--- config.mk ---
export PLATFORM = sky130hd
export DESIGN_NAME = two_class_age_ordered_fifo
export DESIGN_NICKNAME = d
export VERILOG_FILES = /design/src/rtl/tcaf_pkg.sv /design/src/rtl/tcaf_queue.sv /design/src/rtl/two_class_age_ordered_fifo.sv
export SDC_FILE = /design/constraint.sdc
export NUM_CORES = 1
export LEC_CHECK = 0
export ABC_AREA = 0
export BUFFER_PORTS_ARGS = -buffer_cell sky130_fd_sc_hd__buf_4
export CAP_MARGIN = 15
export CORE_MARGIN = 2
export CORE_UTILIZATION = 50
export DETAILED_ROUTE_END_ITERATION = 10
export PLACE_DENSITY = 0.76
export SYNTH_ARGS = -nofsm -noshare
export SYNTH_HDL_FRONTEND = slang
export SYNTH_SLANG_ARGS = --single-unit
--- constraint.sdc ---
create_clock -name clk -period 4.78 [get_ports clk]
set_input_delay 0.956 -clock clk [delete_from_list [all_inputs] [get_ports clk]]
set_output_delay 0.956 -clock clk [all_outputs]
set_load 0.05 [all_outputs]
--- src/rtl/tcaf_pkg.sv ---
// ----------------------------------------------------------------------------
// tcaf_pkg
// Shared sizes, codes and types for the two-class age-ordered FIFO.
// ----------------------------------------------------------------------------
`timescale 1ns / 1ps

package tcaf_pkg;

	localparam int QUEUE_DEPTH  = 16;
	localparam int HANDLE_WIDTH = 16;
	localparam int STAMP_WIDTH  = 16;
	localparam int PTR_WIDTH    = (QUEUE_DEPTH > 1) ? $clog2(QUEUE_DEPTH) : 1;
	localparam int CNT_WIDTH    = $clog2(QUEUE_DEPTH + 1);

	typedef enum logic [1:0] {
		KIND_ENQ     = 2'd0,
		KIND_DEQ_ANY = 2'd1,
		KIND_DEQ_A   = 2'd2,
		KIND_DEQ_B   = 2'd3
	} kind_t;

	typedef enum logic [1:0] {
		ST_DONE  = 2'd0,
		ST_EMPTY = 2'd1,
		ST_FULL  = 2'd2
	} status_t;

	localparam logic CLASS_A = 1'b0;
	localparam logic CLASS_B = 1'b1;

	typedef struct packed {
		logic [HANDLE_WIDTH-1:0] handle;
		logic [STAMP_WIDTH-1:0]  stamp;
	} entry_t;

	typedef struct packed {
		logic push;
		logic pop;
	} queue_ctl_t;

	typedef struct packed {
		logic empty;
		logic full;
	} queue_stat_t;

	// Circular pointer advance that also works for depths that are not a power of two.
	function automatic logic [PTR_WIDTH-1:0] next_ptr(input logic [PTR_WIDTH-1:0] p);
		return (p == PTR_WIDTH'(QUEUE_DEPTH - 1)) ? '0 : p + 1'b1;
	endfunction

endpackage

--- src/rtl/tcaf_queue.sv ---
// ----------------------------------------------------------------------------
// tcaf_queue
// One class queue: a circular store of handle and stamp entries with head,
// tail and fill count. The head entry is always presented for reading.
// ----------------------------------------------------------------------------
`timescale 1ns / 1ps

module tcaf_queue import tcaf_pkg::*; (
	input  logic        clk,
	input  logic        arst_n,
	input  queue_ctl_t  ctl,
	input  entry_t      wr_entry,
	output queue_stat_t stat,
	output entry_t      head_entry
);

	entry_t                 mem_q [QUEUE_DEPTH];
	logic [PTR_WIDTH-1:0]   head_q;
	logic [PTR_WIDTH-1:0]   tail_q;
	logic [CNT_WIDTH-1:0]   count_q;

	always_ff @(posedge clk or negedge arst_n) begin
		if (!arst_n) begin
			head_q  <= '0;
			tail_q  <= '0;
			count_q <= '0;
		end else if (ctl.push) begin
			tail_q  <= next_ptr(tail_q);
			count_q <= count_q + 1'b1;
		end else if (ctl.pop) begin
			head_q  <= next_ptr(head_q);
			count_q <= count_q - 1'b1;
		end
	end

	always_ff @(posedge clk) begin
		if (ctl.push) begin
			mem_q[tail_q] <= wr_entry;
		end
	end

	assign head_entry = mem_q[head_q];
	assign stat.empty = (count_q == '0);
	assign stat.full  = (count_q == CNT_WIDTH'(QUEUE_DEPTH));

endmodule

--- src/rtl/two_class_age_ordered_fifo.sv ---
// ----------------------------------------------------------------------------
// two_class_age_ordered_fifo
// Two class queues sharing one arrival stamp counter. A request either
// enqueues a handle into the queue of its class, or dequeues the oldest item
// of class A, of class B, or of either class by wrap-safe stamp comparison.
// Every request gives exactly one result with a status. One request is taken
// per cycle, and results come out at one per cycle while the result side
// does not stall. A request is held in the request register, and the queue
// update is done in the single pass from there into the result register,
// from which its result is offered. A stalled result holds the request
// register, and the request side then stalls. Pushing to a full queue or
// popping an empty one reports a status and changes nothing.
// ----------------------------------------------------------------------------
`timescale 1ns / 1ps

module two_class_age_ordered_fifo import tcaf_pkg::*; (
	input  logic                    clk,
	input  logic                    arst_n,
	input  logic                    req_valid,
	output logic                    req_stall,
	input  logic [1:0]              kind,
	input  logic                    item_class,
	input  logic [HANDLE_WIDTH-1:0] item_handle,
	output logic                    rsp_valid,
	input  logic                    rsp_stall,
	output logic [1:0]              status,
	output logic                    out_class,
	output logic [HANDLE_WIDTH-1:0] out_handle,
	output logic [STAMP_WIDTH-1:0]  out_stamp
);

	// Request register.
	logic                    valid_s1;
	kind_t                   kind_s1;
	logic                    class_s1;
	logic [HANDLE_WIDTH-1:0] handle_s1;

	// Result register.
	logic                    res_valid_q;
	status_t                 res_status_q;
	logic                    res_class_q;
	logic [HANDLE_WIDTH-1:0] res_handle_q;
	logic [STAMP_WIDTH-1:0]  res_stamp_q;

	logic [STAMP_WIDTH-1:0]  stamp_q;

	logic                    advance;
	queue_ctl_t              ctl_a;
	queue_ctl_t              ctl_b;
	queue_stat_t             stat_a;
	queue_stat_t             stat_b;
	entry_t                  head_a;
	entry_t                  head_b;
	entry_t                  wr_entry;
	logic                    enq_ok;
	logic [STAMP_WIDTH-1:0]  stamp_diff;
	logic                    a_older;

	status_t                 nxt_status;
	logic                    nxt_class;
	logic [HANDLE_WIDTH-1:0] nxt_handle;
	logic [STAMP_WIDTH-1:0]  nxt_stamp;

	assign advance   = valid_s1 && (!res_valid_q || !rsp_stall);
	assign req_stall = valid_s1 && !advance;

	always_ff @(posedge clk or negedge arst_n) begin
		if (!arst_n) begin
			valid_s1 <= 1'b0;
		end else if (!req_stall) begin
			valid_s1 <= req_valid;
		end
	end

	always_ff @(posedge clk) begin
		if (req_valid && !req_stall) begin
			kind_s1   <= kind_t'(kind);
			class_s1  <= item_class;
			handle_s1 <= item_handle;
		end
	end

	assign wr_entry.handle = handle_s1;
	assign wr_entry.stamp  = stamp_q;

	tcaf_queue u_queue_a (
		.clk        (clk),
		.arst_n     (arst_n),
		.ctl        (ctl_a),
		.wr_entry   (wr_entry),
		.stat       (stat_a),
		.head_entry (head_a)
	);

	tcaf_queue u_queue_b (
		.clk        (clk),
		.arst_n     (arst_n),
		.ctl        (ctl_b),
		.wr_entry   (wr_entry),
		.stat       (stat_b),
		.head_entry (head_b)
	);

	// A is older when the modular difference of the head stamps is negative; ties go to B.
	assign stamp_diff = head_a.stamp - head_b.stamp;
	assign a_older    = stamp_diff[STAMP_WIDTH-1];

	always_comb begin
		ctl_a      = '0;
		ctl_b      = '0;
		enq_ok     = 1'b0;
		nxt_status = ST_DONE;
		nxt_class  = CLASS_A;
		nxt_handle = '0;
		nxt_stamp  = '0;
		case (kind_s1)
			KIND_ENQ: begin
				nxt_class  = class_s1;
				nxt_handle = handle_s1;
				nxt_stamp  = stamp_q;
				if ((class_s1 == CLASS_B) ? stat_b.full : stat_a.full) begin
					nxt_status = ST_FULL;
				end else begin
					enq_ok     = 1'b1;
					ctl_a.push = (class_s1 == CLASS_A);
					ctl_b.push = (class_s1 == CLASS_B);
				end
			end
			KIND_DEQ_A: begin
				if (stat_a.empty) begin
					nxt_status = ST_EMPTY;
				end else begin
					ctl_a.pop  = 1'b1;
					nxt_handle = head_a.handle;
					nxt_stamp  = head_a.stamp;
				end
			end
			KIND_DEQ_B: begin
				nxt_class = CLASS_B;
				if (stat_b.empty) begin
					nxt_status = ST_EMPTY;
				end else begin
					ctl_b.pop  = 1'b1;
					nxt_handle = head_b.handle;
					nxt_stamp  = head_b.stamp;
				end
			end
			KIND_DEQ_ANY: begin
				if (stat_a.empty && stat_b.empty) begin
					nxt_status = ST_EMPTY;
				end else if (!stat_a.empty && (stat_b.empty || a_older)) begin
					ctl_a.pop  = 1'b1;
					nxt_handle = head_a.handle;
					nxt_stamp  = head_a.stamp;
				end else begin
					ctl_b.pop  = 1'b1;
					nxt_class  = CLASS_B;
					nxt_handle = head_b.handle;
					nxt_stamp  = head_b.stamp;
				end
			end
			default: begin
				nxt_status = ST_DONE;
			end
		endcase
		// Queue state only changes when the request actually moves into the result register.
		if (!advance) begin
			ctl_a  = '0;
			ctl_b  = '0;
			enq_ok = 1'b0;
		end
	end

	always_ff @(posedge clk or negedge arst_n) begin
		if (!arst_n) begin
			stamp_q     <= '0;
			res_valid_q <= 1'b0;
		end else begin
			if (enq_ok) begin
				stamp_q <= stamp_q + 1'b1;
			end
			if (advance) begin
				res_valid_q <= 1'b1;
			end else if (!rsp_stall) begin
				res_valid_q <= 1'b0;
			end
		end
	end

	always_ff @(posedge clk) begin
		if (advance) begin
			res_status_q <= nxt_status;
			res_class_q  <= nxt_class;
			res_handle_q <= nxt_handle;
			res_stamp_q  <= nxt_stamp;
		end
	end

	assign rsp_valid  = res_valid_q;
	assign status     = res_status_q;
	assign out_class  = res_class_q;
	assign out_handle = res_handle_q;
	assign out_stamp  = res_stamp_q;

endmodule

; ---- After elaboration in Yosys (flattened, before gate mapping)
; Memories as Yosys holds them, arrays and structs flattened.
; Cells that the tools add are included.
; W data, S select, Z words.
[op_classes]
n_addsub = 10
n_eq_ne = 10
mux = 48
n_bitwise = 3
n_reduce_logical = 19
[ops]
columns = operator, count
row1 = $mux W16, 8
row2 = $pmux W16 S4, 2
row3 = $mux W1, 23
row4 = $mux W5, 4
row5 = $add A16 B1 Y16 const B, 1
row6 = $add A4 B1 Y4 const B, 4
row7 = $eq A4 B4 Y1 const B, 4
row8 = $mux W4, 4
row9 = $sub A16 B16 Y16, 1
row10 = $add A5 B1 Y5 const B, 2
row11 = $eq A5 B5 Y1 const B, 2
row12 = $logic_not A5 Y1, 2
row13 = $sub A5 B1 Y5 const B, 2
row14 = $pmux W2 S4, 1
row15 = $mux W2, 3
row16 = $logic_and A1 B1 Y1, 5
row17 = $logic_not A1 Y1, 5
row18 = $eq A2 B2 Y1 const B, 2
row19 = $pmux W1 S2, 2
row20 = $reduce_and A2 Y1, 2
row21 = $reduce_bool A2 Y1, 2
row22 = $not A1 Y1, 3
row23 = $pmux W1 S3, 1
row24 = $eq A2 B1 Y1 const B, 1
row25 = 3 further kinds, 4
[word_totals]
register_bits = 98
ramBits = 1024
input_bits = 23
output_inout_bits = 37
elab_cells = 108
memories = 2
[mem_list]
columns = name, depth, width, rd, rd_ports_with_merged_regs, write_ports, line_no
row1 = u_queue_a.mem_q, 16, 32, 1, 0, 1, tcaf_queue.sv:17  ; entry_t mem_q [QUEUE_DEPTH];
row2 = u_queue_b.mem_q, 16, 32, 1, 0, 1, tcaf_queue.sv:17

; ---- Logic depth before layout (Yosys ltp)
; Gate-level depths: netlist (run 1).
; An unclocked memory read counts as a cell.
[depth]
depth_word = 10
mapped_depth = 18
mapped_depth_nobuf = 13

; ---- By module
; A second synthesis (run 1) with hierarchy kept.
[hier_totals]
cells_unflattened = 2160
hier_area_um2 = 44206.1
[modules_own_cells]
columns = module, instances, cells_each, area_each_um2
row1 = tcaf_queue (u_queue_b), 1, 891, 20029.2
row2 = tcaf_queue (u_queue_a), 1, 891, 20028.0
row3 = two_class_age_ordered_fifo, 1, 378, 4149.0

; ---- Worst setup path after synthesis (run 1)
; No wires, ideal clock.
[synth_timing]
path_type = input -> register
startpoint = in rsp_stall
endpoint = mem u_queue_a.mem_q[3][0] (netlist name), enable pin
setup_time_ns = 0.461
arrival_ns = 4.934
required_time_ns = 4.319
path_slack_ns = -0.615
path_stages = 8
path_buffers = 1
cell_sequence = nand2_1 nand2_1 inv_1 nand2_1 nor3_1 clkbuf_1 nand2_1 nor3_1
[synth_between]
elab_chain_cells = 6
[synth_lines]
columns = element, line_no
row1 = "start, declared", two_class_age_ordered_fifo.sv:25  ; input logic rsp_stall,
row2 = $logic_not A1 Y1, -
row3 = $logic_or A1 B1 Y1, two_class_age_ordered_fifo.sv:64  ; assign advance = valid_s1 && (!res_valid_q || !rsp_stall);
row4 = $logic_and A1 B1 Y1, two_class_age_ordered_fifo.sv:64
row5 = named net advance, two_class_age_ordered_fifo.sv:47  ; logic advance;
row6 = $mux W2, two_class_age_ordered_fifo.sv:167  ; if (!advance) begin
row7 = $mux W1, tcaf_queue.sv:37  ; if (ctl.push) begin
row8 = $mux W1 (implied by the code), tcaf_queue.sv:38  ; mem_q[tail_q] <= wr_entry;
row9 = "end, declared", tcaf_queue.sv:17
; The timed path passes the listed nets, and every way through them passes these cells.

; ---- Final worst setup path (run 1)
[layout_timing]
startpoint = reg u_queue_b.head_q[0]
endpoint = reg res_stamp_q[9] (netlist: out_stamp[9]), data pin
[layout_between]
elab_chain_cells = 7
[layout_lines]
columns = element, line_no
row1 = "start, declared", tcaf_queue.sv:18  ; logic [PTR_WIDTH-1:0] head_q;
row2 = "start signal, assigned", tcaf_queue.sv:31  ; head_q <= next_ptr(head_q);
row3 = $mem_v2 Z16 W32 (*), -
row4 = $sub A16 B16 Y16, two_class_age_ordered_fifo.sv:105  ; assign stamp_diff = head_a.stamp - head_b.stamp;
row5 = $logic_or A1 B1 Y1, two_class_age_ordered_fifo.sv:151  ; end else if (!stat_a.empty && (stat_b.empty || a_older)) begin
row6 = $logic_and A1 B1 Y1, two_class_age_ordered_fifo.sv:151
row7 = $mux W16, two_class_age_ordered_fifo.sv:151
row8 = $mux W16, two_class_age_ordered_fifo.sv:149  ; if (stat_a.empty && stat_b.empty) begin
row9 = $pmux W16 S4 (*), two_class_age_ordered_fifo.sv:116  ; case (kind_s1)
row10 = named net nxt_stamp[9], two_class_age_ordered_fifo.sv:62  ; logic [STAMP_WIDTH-1:0] nxt_stamp;
row11 = "end signal, assigned", two_class_age_ordered_fifo.sv:195  ; res_stamp_q <= nxt_stamp;
row12 = "end, declared", two_class_age_ordered_fifo.sv:43  ; logic [STAMP_WIDTH-1:0] res_stamp_q;
; Mark *: on every way through the listed nets, which the timed path passes. The rest lies on a longest branch.
; A chain may end at the register's enable or synchronous reset.

==> reports/summary.md, run 1 <==
- **cells taking the most area after synthesis** sky130_fd_sc_hd__edfxtp_1 74%, sky130_fd_sc_hd__mux4_2 16%, sky130_fd_sc_hd__dfrtp_1 2.5%
- **power dissipated by switching net loads** 9.12 mW
- **Sinks on Clock Net** 1,122
- **cell taking the most area after synthesis** sky130_fd_sc_hd__edfxtp_1
- **most frequently used flop master after synthesis** sky130_fd_sc_hd__edfxtp_1
- **ANT nets after route** 0
- **number of instances in the synthesized netlist** 1,950
- **overall power after layout** 29.7 mW
- **clock root buffer** sky130_fd_sc_hd__clkbuf_16
- **relative slew slack** 22.3%
- **timing-limited maximum frequency** 212 MHz
- **largest buffer count on any clock path** 3
- **max-capacitance violation count** 0
- **maximum vdd ir drop** 532 uV
- **outcome** complete, no violations
- **arrival time reported for the critical path endpoint** 5160 ps
- **total routing resource utilization after global routing** 24.2%
- **Clk pin slew, worst setup/hold paths** 60 ps
- **sequential area share after synthesis** 76.4%
- **Final nets** 2,195
- **clock tree from TritonCTS** done
- **initial core utilization** 50.5%
- **time the worst path needs with I/O delays and setup** 4720 ps
- **proportion of total power due to net switching** 30.7%
- **Core Box Area** 86,900 um^2
- **critical path class** reg -> reg
- **combinational cell fraction of total power** 30.8%
- **fraction of layout cells with a size suffix above 1** 31.7%
- **io pins** 60
- **Inserted Clock Buffers** 104
- **portion of total power attributed to the clock network** 28.6%
- **count leader, synth** sky130_fd_sc_hd__edfxtp_1
- **number of global-route vias before repair** 22,200
- **worst setup slack after placement** -41.5 ps
- **most used standard cells in the synthesized netlist** 1,078 x sky130_fd_sc_hd__edfxtp_1, 316 x sky130_fd_sc_hd__mux4_2, 48 x sky130_fd_sc_hd__nand2_1
- **total of flip-flops plus latches after synthesis** 1,122
- **Mapped Area** 43,800 um^2
- **ratio of final minimum period to clock period** 98.8%
- **total number of vias** 22,000
- **GP Congestion** 0.862
- **number of input and output port buffers inserted** 59
- **global-route wire length before repair** 155 mm
- **worst setup slack after layout** 55.3 ps
- **type of origin of the critical path** flip-flop
- **Post-route DRC** 0
- **distinct cell type count after synthesis** 53
- **total die area** 90,100 um^2
- **number of antenna violations at the first check in global routing** 2
- **critical path endpoint category** flip-flop
- **chip width** 300 um
- **worst hold-check path type** in -> async
- **total power density per cell area** 590 nW/um^2
- **CTS HTree Levels** 3
- **drt pass-1 iters** 5
- **HPWL Detailed** 61.9 mm
- **count of hold-fix buffers inserted at cts** 0
- **Inserted Diodes** 0
- **Synth Area per Inst** 22.5 um^2
- **share of synthesized flip-flops with an asynchronous set or reset** 3.92%
- **Final Setup Violations** 0
- **biggest fanout along the worst timing path** 18
- **cell internal power dissipation** 20.6 mW
- **wire length per cell after detailed routing** 31.9 um
- **number of enable flip-flop cells after synthesis** 1,078
- **drt via density** 6.50
- **area share of the largest cell type after synthesis** 73.8%
- **detailed-route wire length** 108 mm
- **Row Count** 108
- **count of synthesis-stage warnings from yosys** 0
- **P_leak** 16.5 nW
- **number of placed instances, taps included** 3,169
- **Tightest Pin Transition** 1170 ps
- **final count of pins violating max slew** 0
- **number of filler instances in the final layout** 5,924
- **required time of the critical path** 5220 ps
- **Hold Vio Cnt, Final** 0
- **Synth Net Count** 2,011
- **Area growth, synth to finish** 15.0%
- **initial detailed-routing violation count** 2,806
- **gr ovfl total** 0
- **share of total power in sequential cells** 40.6%
- **die height** 300 um
- **pin count of the biggest net entering global routing** 61
- **fin cells** 3,379
- **source-to-sink clock delay at the later pin of the worst-skew pair** 700 ps
- **Layout Skew** 39.0 ps
==> cells by family after synthesis <==
logic type / share of synthesized area, %
flip-flops: 76.4
multiplexers: 17.0
AND/OR/NAND/NOR: 2.08
buffers and inverters: 1.16
AO/OA/AOI/OAI: 1.73
adder cells (fa/ha/maj): 1.12
XOR/XNOR: 0.579
==> worst paths after layout <==
check                      cells after the start            startpoint                    to  slack (ps)
min in group clk                               1        item_handle[7]          handle_s1[7]         440
hold reg to reg                                1  u_queue_b.count_q[4]  u_queue_b.count_q[4]         510
setup / recovery                              16   u_queue_b.head_q[0]          out_stamp[9]          60
setup reg to reg                              16   u_queue_b.head_q[0]          out_stamp[9]          60
hold / removal                                 1                arst_n   u_queue_a.tail_q[1]         290
max in group asynchronous                      1                arst_n   u_queue_a.head_q[0]        3970
==> sequential cells by signal, summed over array words and instances (netlist names) <==
| signal | cells |
|---|---|
| u_queue_b.mem_q | 512 |
| out_stamp | 16 |
| u_queue_b.count_q | 5 |
| out_class | 1 |
| u_queue_a.tail_q | 4 |
| status | 2 |
| rsp_valid | 1 |
| valid_s1 | 1 |
| u_queue_b.head_q | 4 |
| u_queue_b.tail_q | 4 |
| stamp_q | 16 |
| out_handle | 16 |
| class_s1 | 1 |
| handle_s1 | 16 |
| kind_s1 | 2 |
| u_queue_a.mem_q | 512 |
| u_queue_a.head_q | 4 |
| u_queue_a.count_q | 5 |
==> power by group through the flow <==
stage | clock network, mW | logic, mW | registers [mW]
floorplan | 0 | 5.73 | 12.2
global placement | 0 | 8.47 | 12.2
detailed placement | 0 | 8.71 | 12.3
CTS | 8.59 | 8.92 | 12.1
global route | 8.97 | 9.62 | 12.1
finish | 8.51 | 9.14 | 12.1
==> layout make-up <==
class / instances / area [um^2] / share of cell area [%]
Timing Repair Buffer: 175 / 1770 / 3.51
Sequential cell: 1122 / 33500 / 66.4
Clock inverter: 52 / 693 / 1.37
Clock buffer: 144 / 2860 / 5.68
Multi-Input combinational cell: 705 / 10100 / 19.9
Tap cell: 1155 / 1450 / 2.87
Inverter: 26 / 97.6 / 0.194
==> metrics by stage <==
step	instance area (um^2)	util [%]	hold slack [ps]	setup TNS, ps
4_1_cts	50300	57.8	281	0
3_5_place_dp	46600	53.6	489	-76.6
6_report	50400	58.0	291	0
3_3_place_gp	46600	53.6	490	0
5_1_grt	50400	58.0	314	-148
2_1_floorplan	43900	-	463	0
==> per-layer routing <==
metal  GRT usage, %  wire length [um]
met5              0                 8
met1           34.2             41000
met3           5.44             11500
met2           37.6             51500
met4           8.81              3890
==> timing repair <==
| action | 4_1_cts | 5_1_grt |
|---|---|---|
| cloned | 1 | 0 |
| pin swaps | 2 | 0 |
| gates resized for setup | 3 | 2 |
| endpoints found under the setup margin | 5 | 34 |
| buffers inserted | 3 | 6 |
==> cell usage in the layout (no fill, tap or decap), drive strengths merged, types with 13 or more instances in the layout <==
master,instances
nand2,48
a221o,16
xor2,15
o21ai,27
nor2,46
edfxtp,1078
mux4,316
clkbuf,144
and2,13
ha,36
a21o,18
clkinv,33
dfrtp,44
inv,28
nor4,18
mux2i,22
xnor2,14
buf,174
a21oi,19
==> worst max-delay path, stage by stage, from the launching register on <==
cell and delay [ps]:
sky130_fd_sc_hd__dfrtp_4 520, sky130_fd_sc_hd__buf_12 230, sky130_fd_sc_hd__mux4_2 520, sky130_fd_sc_hd__mux4_2 490
sky130_fd_sc_hd__inv_1 100, sky130_fd_sc_hd__ha_1 250, sky130_fd_sc_hd__a21oi_1 230, sky130_fd_sc_hd__nor2_1 60
sky130_fd_sc_hd__a211o_1 310, sky130_fd_sc_hd__a221oi_2 340, sky130_fd_sc_hd__and3_2 280, sky130_fd_sc_hd__buf_4 150
sky130_fd_sc_hd__mux2i_4 270, sky130_fd_sc_hd__buf_4 180, sky130_fd_sc_hd__buf_12 150, sky130_fd_sc_hd__nor4_1 70
sky130_fd_sc_hd__a221o_1 290
Power figures use the tool's default switching activity.
==> inputs of run 2 (changes only) <==
CORE_MARGIN = 10   (was 2)
==> reports/summary.md, run 2 (synthesis gave the netlist of run 1 again) <==
- **cell mode on critical path** sky130_fd_sc_hd__buf_4
- **P_leak** 16.4 nW, -0.46%
- **drt pass-1 iters** 6, +1
- **combinational cell fraction of total power** 30.2%, -0.6 points
- **number of input and output port buffers inserted** 59, unchanged
- **endpoint of the most critical register-to-register path** u_queue_b.head_q[0]
- **required time of the critical path** 5350 ps, +130 ps
- **largest delay contributor family on the critical path** multiplexers
- **total power density per cell area** 578 nW/um^2, -1.9%
- **Inserted Diodes** 0, unchanged
- **Clk pin slew, worst setup/hold paths** 70 ps, about the same
- **total number of vias** 21,700, -1.1%
- **Inserted Clock Buffers** 104, unchanged
- **final count of pins violating max slew** 0, unchanged
- **time the worst path needs with I/O delays and setup** 4690 ps, -29.8 ps
- **share of total power in sequential cells** 41.4%, +0.8 points
- **gr ovfl total** 0, unchanged
- **Layout Skew** 31.6 ps, -7.48 ps
- **Final nets** 2,195, unchanged
- **initial core utilization** 50.5%, unchanged
- **final core occ** 57.7%, -0.30 points
- **critical path cell sequence** buf_4 > mux4_2 > mux4_2 > inv_1 > ha_1 > a21o_1 > a21o_1 > a211o_1 > a221oi_2 > and3_2 > buf_4 > mux2i_4 > buf_4 > or3_1 > mux2_2
- **global-route wire length before repair** 152 mm, -1.7%
- **HPWL Detailed** 57.1 mm, -7.7%
- **maximum vdd ir drop** 506 uV, -4.9%
- **number of cells traversed by the worst register-to-register path** 15, -1
- **critical path class** reg -> reg
- **drt via density** 6.43, -1.1%
- **number of filler instances in the final layout** 6,002, +1.3%
- **Buffers & Inverters on Critical Path** 4, -1
- **number of global-route vias before repair** 21,900, -1.3%
- **biggest fanout along the worst timing path** 10, -8
- **Row Count** 108, unchanged
- **total routing resource utilization after global routing** 21.0%, -3.2 points
- **pin count of the biggest net entering global routing** 51, -16%
- **detailed-route wire length** 105 mm, -2.8%
- **portion of total power attributed to the clock network** 28.4%, -0.2 points
- **Max stage delay on crit path** 550 ps, +30 ps
- **ratio of final minimum period to clock period** 98.2%, -0.62 points
- **source-to-sink clock delay at the later pin of the worst-skew pair** 690 ps, about the same
- **FF-to-FF setup slack** 90 ps, +30 ps
- **most frequent cells in the layout** 1,078 x sky130_fd_sc_hd__edfxtp_1, 316 x sky130_fd_sc_hd__mux4_2, 150 x sky130_fd_sc_hd__buf_4
- **max-capacitance violation count** 0, unchanged
- **critical path endpoint category** flip-flop
- **relative slew slack** 22.2%, -0.10 points
- **number of placed instances, taps included** 3,163, -0.19%
- **Crit-path slowest cell** sky130_fd_sc_hd__dfrtp_4
- **number of antenna violations at the first check in global routing** 1, -1
- **worst hold-check path type** in -> async
- **worst setup slack after layout** 85.0 ps, +29.8 ps
- **die height** 316 um, +5.3%
- **Core Box Area** 86,900 um^2, unchanged
- **initial detailed-routing violation count** 2,806, unchanged
- **wire length per cell after detailed routing** 31.1 um, -2.8%
- **type of origin of the critical path** flip-flop
- **hold slack final** 297 ps, +6.62 ps
- **io pins** 60, unchanged
- **Hold Vio Cnt, Final** 0, unchanged
- **startpoint of the worst register-to-register path** u_queue_b.head_q[0]
- **total die area** 99,900 um^2, +11%
- **Sinks on Clock Net** 1,122, unchanged
- **Final Setup Violations** 0, unchanged
- **GP Congestion** 0.857, -0.58%
- **clock tree from TritonCTS** done
- **fin cells** 3,379, unchanged
- **Tightest Pin Transition** 1170 ps, +1.54 ps
- **fraction of layout cells with a size suffix above 1** 32.1%, +0.45 points
- **arrival time reported for the critical path endpoint** 5270 ps, +110 ps
- **CTS HTree Levels** 3, unchanged
- **Area growth, synth to finish** 14.4%
- **Regs by FF count** u_queue_a.mem_q x512, u_queue_b.mem_q x512
- **most frequent standard cell in the layout excluding fill and tap cells** sky130_fd_sc_hd__edfxtp_1
- **worst setup slack after placement** 17.2 ps, +58.7 ps
- **power dissipated by switching net loads** 8.90 mW, -2.4%
- **cell internal power dissipation** 20.1 mW, -2.4%
- **clock root buffer** sky130_fd_sc_hd__clkbuf_16
- **outcome** complete, no violations
- **Post-route DRC** 0, unchanged
- **timing-limited maximum frequency** 213 MHz, +0.63%
- **overall power after layout** 29.0 mW, -2.4%
- **proportion of total power due to net switching** 30.7%, about the same
- **largest buffer count on any clock path** 3, unchanged
- **ANT nets after route** 0, unchanged
- **chip width** 316 um, +5.3%
## run 2: changes by cell type in the layout (fill, tap and decap cells not counted), moves of 6 or more
cell / change
sky130_fd_sc_hd__buf_12: -7
sky130_fd_sc_hd__buf_4: +8
sky130_fd_sc_hd__clkbuf_1: -13
sky130_fd_sc_hd__clkbuf_8: -6
sky130_fd_sc_hd__clkinv_2: +13
## run 2: area by class of cell
type / count / area [um^2] / area share (%)
well taps: 1155 / 1450 / 2.88
inverters: 26 / 97.6 / 0.195
repair buffers: 175 / 1650 / 3.28
clock inverters: 68 / 604 / 1.20
clock buffers: 128 / 2810 / 5.60
flip-flops and latches: 1122 / 33500 / 66.8
multi-input cells: 705 / 10100 / 20.1
## run 2: power by group through the flow
stage | Combinational (mW) | Sequential [mW] | Clock [mW]
floorplan | 5.73 | 12.2 | 0
global placement | 8.20 | 12.2 | 0
detailed placement | 8.42 | 12.2 | 0
CTS | 8.56 | 12.0 | 8.34
global route | 9.25 | 12.0 | 8.71
finish | 8.76 | 12.0 | 8.24
## run 2: through the flow
| stage | area [um^2] | TNS [ps] |
|---|---|---|
| after floorplan | 43900 | 0 |
| after global placement | 46500 | 0 |
| after detailed placement | 46500 | 0 |
| after CTS | 49900 | 0 |
| after global routing | 50200 | -30.1 |
| final | 50200 | 0 |
## run 2: per-layer routing
layer | GRT usage (%) | wire length [um]
met1 | 28.9 | 39800
met4 | 7.45 | 3650
met3 | 5.87 | 11800
met5 | 0 | 0
met2 | 32.2 | 49600
## run 2: worst max path at each step
stage	end	start	slack [ps]	cells past startpoint
final	u_queue_b.head_q[0]	u_queue_b.head_q[0]	90	15
after global routing	u_queue_b.head_q[0]	u_queue_b.head_q[0]	-10	15
after CTS	u_queue_b.head_q[0]	u_queue_b.head_q[0]	40	14
after detailed placement	u_queue_b.head_q[3]	u_queue_a.head_q[0]	20	14
after global placement	u_queue_b.head_q[0]	u_queue_a.head_q[0]	150	14
after floorplan	out_stamp[12]	u_queue_b.head_q[1]	40	17
## run 2: timing repair
action,CTS,global route
resized for setup,1,4
setup endpoints to repair,3,33
hold buffers,0,0
setup buffers,4,11
